**src/sv/assert_macros.svh**
```systemverilog
`ifndef ASSERT_MACROS_SVH
`define ASSERT_MACROS_SVH

// Implication checked on every rising edge outside reset.
`define ASSERT_IMPLIES(lbl, ante, cons, msg) \
	lbl: assert property (@(posedge clk) disable iff (!arst_n) (ante) |-> (cons)) \
		else $error(msg);

// Condition that must never hold outside reset.
`define ASSERT_NEVER(lbl, cond, msg) \
	lbl: assert property (@(posedge clk) disable iff (!arst_n) !(cond)) \
		else $error(msg);

`endif

```
**src/sv/eilt_pkg.sv**
```systemverilog
`default_nettype none
package eilt_pkg;

	localparam int EILT_TABLE_ENTRIES = 1024;
	localparam int EILT_VERTEX_BITS   = 16;
	localparam int EILT_POSITION_BITS = 20;

	localparam logic OP_INSERT = 1'b0;
	localparam logic OP_WALK   = 1'b1;

	localparam logic [1:0] ST_FOUND  = 2'd0;
	localparam logic [1:0] ST_MISS   = 2'd1;
	localparam logic [1:0] ST_FULL   = 2'd2;
	localparam logic [1:0] ST_UNUSED = 2'd3;

	typedef struct packed {
		logic accept;
		logic clr_step;
		logic rd;
		logic cmp;
		logic wr;
		logic advance;
		logic emit;
	} eilt_cmd_t;

	typedef struct packed {
		logic needs_probe;
		logic clr_last;
		logic hit;
		logic empty;
		logic last_probe;
		logic is_insert;
		logic out_free;
	} eilt_stat_t;

endpackage
`default_nettype wire

```
**src/sv/eilt_ctrl.sv**
```systemverilog
`default_nettype none
module eilt_ctrl (
	input  wire logic                  clk,
	input  wire logic                  arst_n,
	input  wire logic                  in_valid,
	output logic                       in_ready,
	input  wire eilt_pkg::eilt_stat_t  stat,
	output eilt_pkg::eilt_cmd_t        cmd
);
	import eilt_pkg::*;

	typedef enum logic [4:0] {
		S_CLEAR = 5'b00001,
		S_IDLE  = 5'b00010,
		S_READ  = 5'b00100,
		S_CMP   = 5'b01000,
		S_EMIT  = 5'b10000
	} state_t;

	state_t state_q, state_d;

	always_comb begin
		state_d  = state_q;
		cmd      = '0;
		in_ready = 1'b0;
		unique case (state_q)
			S_CLEAR: begin
				cmd.clr_step = 1'b1;
				if (stat.clr_last) begin
					state_d = S_IDLE;
				end
			end
			S_IDLE: begin
				in_ready = 1'b1;
				if (in_valid) begin
					cmd.accept = 1'b1;
					if (stat.needs_probe) begin
						state_d = S_READ;
					end
				end
			end
			S_READ: begin
				cmd.rd  = 1'b1;
				state_d = S_CMP;
			end
			S_CMP: begin
				cmd.cmp = 1'b1;
				priority if (stat.hit) begin
					state_d = stat.is_insert ? S_IDLE : S_EMIT;
				end else if (stat.empty) begin
					cmd.wr  = stat.is_insert;
					state_d = stat.is_insert ? S_IDLE : S_EMIT;
				end else if (stat.last_probe) begin
					state_d = S_EMIT;
				end else begin
					cmd.advance = 1'b1;
					state_d     = S_READ;
				end
			end
			S_EMIT: begin
				if (stat.out_free) begin
					cmd.emit = 1'b1;
					state_d  = S_IDLE;
				end
			end
			default: begin
				state_d = S_CLEAR;
			end
		endcase
	end

	always_ff @(posedge clk or negedge arst_n) begin
		if (!arst_n) begin
			state_q <= S_CLEAR;
		end else begin
			state_q <= state_d;
		end
	end

endmodule
`default_nettype wire

```
**config.mk**
```make
export PLATFORM = sky130hd
export DESIGN_NAME = eilt_ctrl
export DESIGN_NICKNAME = d
export VERILOG_FILES = /design/src/sv/assert_macros.svh /design/src/sv/eilt_pkg.sv /design/src/sv/eilt_ctrl.sv
export SDC_FILE = /design/constraint.sdc
export NUM_CORES = 1
export LEC_CHECK = 0
export ABC_AREA = 1
export CORE_AREA = 10 10 47 49
export DETAILED_ROUTE_END_ITERATION = 12
export DIE_AREA = 0 0 57 59
export DONT_BUFFER_PORTS = 1
export GPL_ROUTABILITY_DRIVEN = 0
export PLACE_DENSITY_LB_ADDON = 0.1
export REMOVE_ABC_BUFFERS = 1
export SLEW_MARGIN = 40
export SYNTH_ARGS = -nofsm -noshare
export SYNTH_HDL_FRONTEND = slang
export SYNTH_SLANG_ARGS = --single-unit
export TNS_END_PERCENT = 100
```
**constraint.sdc**
```tcl
create_clock -name clk -period 1.2 [get_ports clk]
set_input_delay 0.18 -clock clk [delete_from_list [all_inputs] [get_ports clk]]
set_output_delay 0.18 -clock clk [all_outputs]
set_load 0.01 [all_outputs]
```
==> metrics <==
failing checks setup timing; register area share after synthesis 31.1%; final layout net count 89; Sinks on Clock Net 5; Leak 0.000339 uW; Initial DRC Count 3; Worst-path clk slew about 0.040 ns; Setup crit start kind register; yosys warns 0; Synth Cell Area 407 sq um; Hold Vio Cnt, Final 0; IO Pins 18; die height 59 um; Most flops, register state_q; Metal-1 WL 387 um; share of power burned in registers 23.7%; TritonCTS buffer count 3; Initial Util between 20% and 30%; biggest regs state_q: 5 flops; die width 57 um; RSZ-0062 raised after global routing true; Crit Path Class register to output pin; clk root buf clkbuf_4; Synth Instances 57; total core area 0.00140 sq mm; final setup violation count 12; switching power 562 uW; Setup Skew 0.00321 ns; routed wl met2 738 um; Via-to-Cell Ratio 4.71; n_diodes 0; Largest register FFs 5; first-pass GRT wire length 2170 um; DR vias about 440; Slew @ Worst Pin 0.244 ns; Pwr Density between 1500 and 2000 mW/mm^2; largest net degree at the start of global routing 6; Final min period about 1.4 ns; share of cells above drive strength 1 55.1%; die area 0.00336 sq mm; area of the multi-input gates approximately 300 sq um; post-layout util 48.6%; met3 WL around 94 um; period utilization 121%; Avg WL per Cell 13.6 um; Max Freq ~0.69 GHz; library cells used by synthesis 18; Total GRT Usage 8.64%; uppermost routed layer met4; vias in the first global route between 500 and 600; design area around 680 sq um; Longest Clk Path Bufs 2; register area roughly 130 sq um; area grow syn2layout 67.4%; post-route setup slack -0.249 ns; HPWL after detailed placement ~920 um; #FFs+latches synth 5; grt ovf 0; CTS H-Tree Depth 1; clock share of power ~16%; CP Data Required Time just over 1 ns; Clock Latency Late Sink 0.25 ns; fill count 154; CTS tree built; # DRC 0; Max VDD drop 0.770 mV; combinational share of power a little over 60%; Slew Limit Fails 0; I/O Buffers 0; Max Cap Viol 0; Post-Route WL 1280 um; Min-Delay Path Class primary input to register; WP data arrival between 1 and 1.5 ns; switching share of power 43.7%; largest fanout on the critical path 4; Cell Area, Placed ~500 sq um; Final ANT Viol Nets 0; CP Capture Type output pin; outcome complete, but fails checks; Pre-Repair DR Iteration Count 4; post-synthesis average cell area 7.13 sq um; Slew headroom a little over four fifths; cell-internal power about 720 uW; initial antenna violation count 0; row count 14
## power groups by stage
stage                     clock network, uW  registers (uW)  logic (uW)
final                                   199             305         783
after floorplan                           0             293         397
after detailed placement                  0             299         577
after CTS                               206             297         770
after global routing                    218             313         863
after global placement                    0             299         585
## layer usage
| layer | global-route usage [%] | vias up |
|---|---|---|
| met1 | 7.24 | 200 |
| met5 | 0 | - |
| li1 | - | 222 |
| met4 | 8.05 | 0 |
| met3 | 4.08 | 5 |
| met2 | 14.9 | 16 |
## placed cells by master, fill, tap and decap left out, drive strengths merged, types with 2 or more instances in the layout
master  instances
nand3           6
inv            12
buf            16
clkbuf          4
nor2           17
o21ai           3
nand2           9
dfrtp           4
nand4           2
## cells by family after synthesis
| family | count (synthesis) | share of synthesized area, % |
|---|---|---|
| buffers and inverters | 12 | 11.7 |
| AO/OA/AOI/OAI | 4 | 5.23 |
| flip-flops | 5 | 31.1 |
| AND/OR/NAND/NOR | 36 | 52.0 |
## synthesized netlist by cell type
master,instances,area (sq um)
o22ai_1,1,6.26
nor4_1,1,6.26
nor2_1,10,37.5
o21ai_0,1,5.00
nor2_4,3,33.8
dfrtp_1,4,100
dfstp_2,1,26.3
nor3b_1,1,7.51
nand2_4,2,22.5
nand4_1,2,12.5
inv_4,1,6.26
nand3_1,4,20.0
nand2_1,7,26.3
nor2_2,4,25.0
inv_2,2,7.51
inv_1,9,33.8
o21ai_1,2,10.0
nand3_2,2,20.0
## repair_timing
item / CTS / global route
resized for setup: 16 / 10
buffers inserted: 6 / 3
hold buffers: 1 / 0
pin swaps: 4 / 9
hold endpoints to repair: 5 / 0
endpoints found under the setup margin: 9 / 12
## worst max-delay path, stage by stage, from the launching register on
cell and delay (ns):
dfrtp_1 0.41, nor2_4 0.12, nand2_4 0.07, inv_4 0.06, nand2_4 0.06, nor4_4 0.14, buf_4 0.16
## path summary, 6_finish.rpt
path	start	cells past startpoint	to	slack (ns)
worst max-delay path	state_q[1]	6	cmd[2]	-0.25
worst min register to register	state_q[2]	2	state_q[3]	0.70
worst min-delay path	stat[0]	3	state_q[4]	0.11
max in group asynchronous	arst_n	1	state_q[0]	0.71
worst max register to register	state_q[0]	7	state_q[1]	-0.16
min in group asynchronous	arst_n	1	state_q[1]	0.23
## per-stage QoR
stage | power (uW) | setup WS [ns] | hold slack, ns | setup TNS [ns] | cells
6_report | 1290 | -0.249 | 0.111 | -1.96 | 94
3_3_place_gp | 883 | -0.0376 | -0.115 | -0.109 | 83
3_5_place_dp | 877 | -0.0340 | -0.115 | -0.0572 | 83
2_1_floorplan | 690 | -0.0484 | -0.116 | -0.0484 | 57
4_1_cts | 1270 | -0.259 | 0.0998 | -1.84 | 94
5_1_grt | 1390 | -0.356 | 0.112 | -2.83 | 94
## cell type report
type	instances	share of cell area, %
Clock buffer	4	3.86
Tap cell	16	2.94
Timing Repair Buffer	17	23.5
Sequential cell	5	18.6
Inverter	12	7.35
Multi-Input combinational cell	40	43.8
Power figures use the tool's default switching activity.
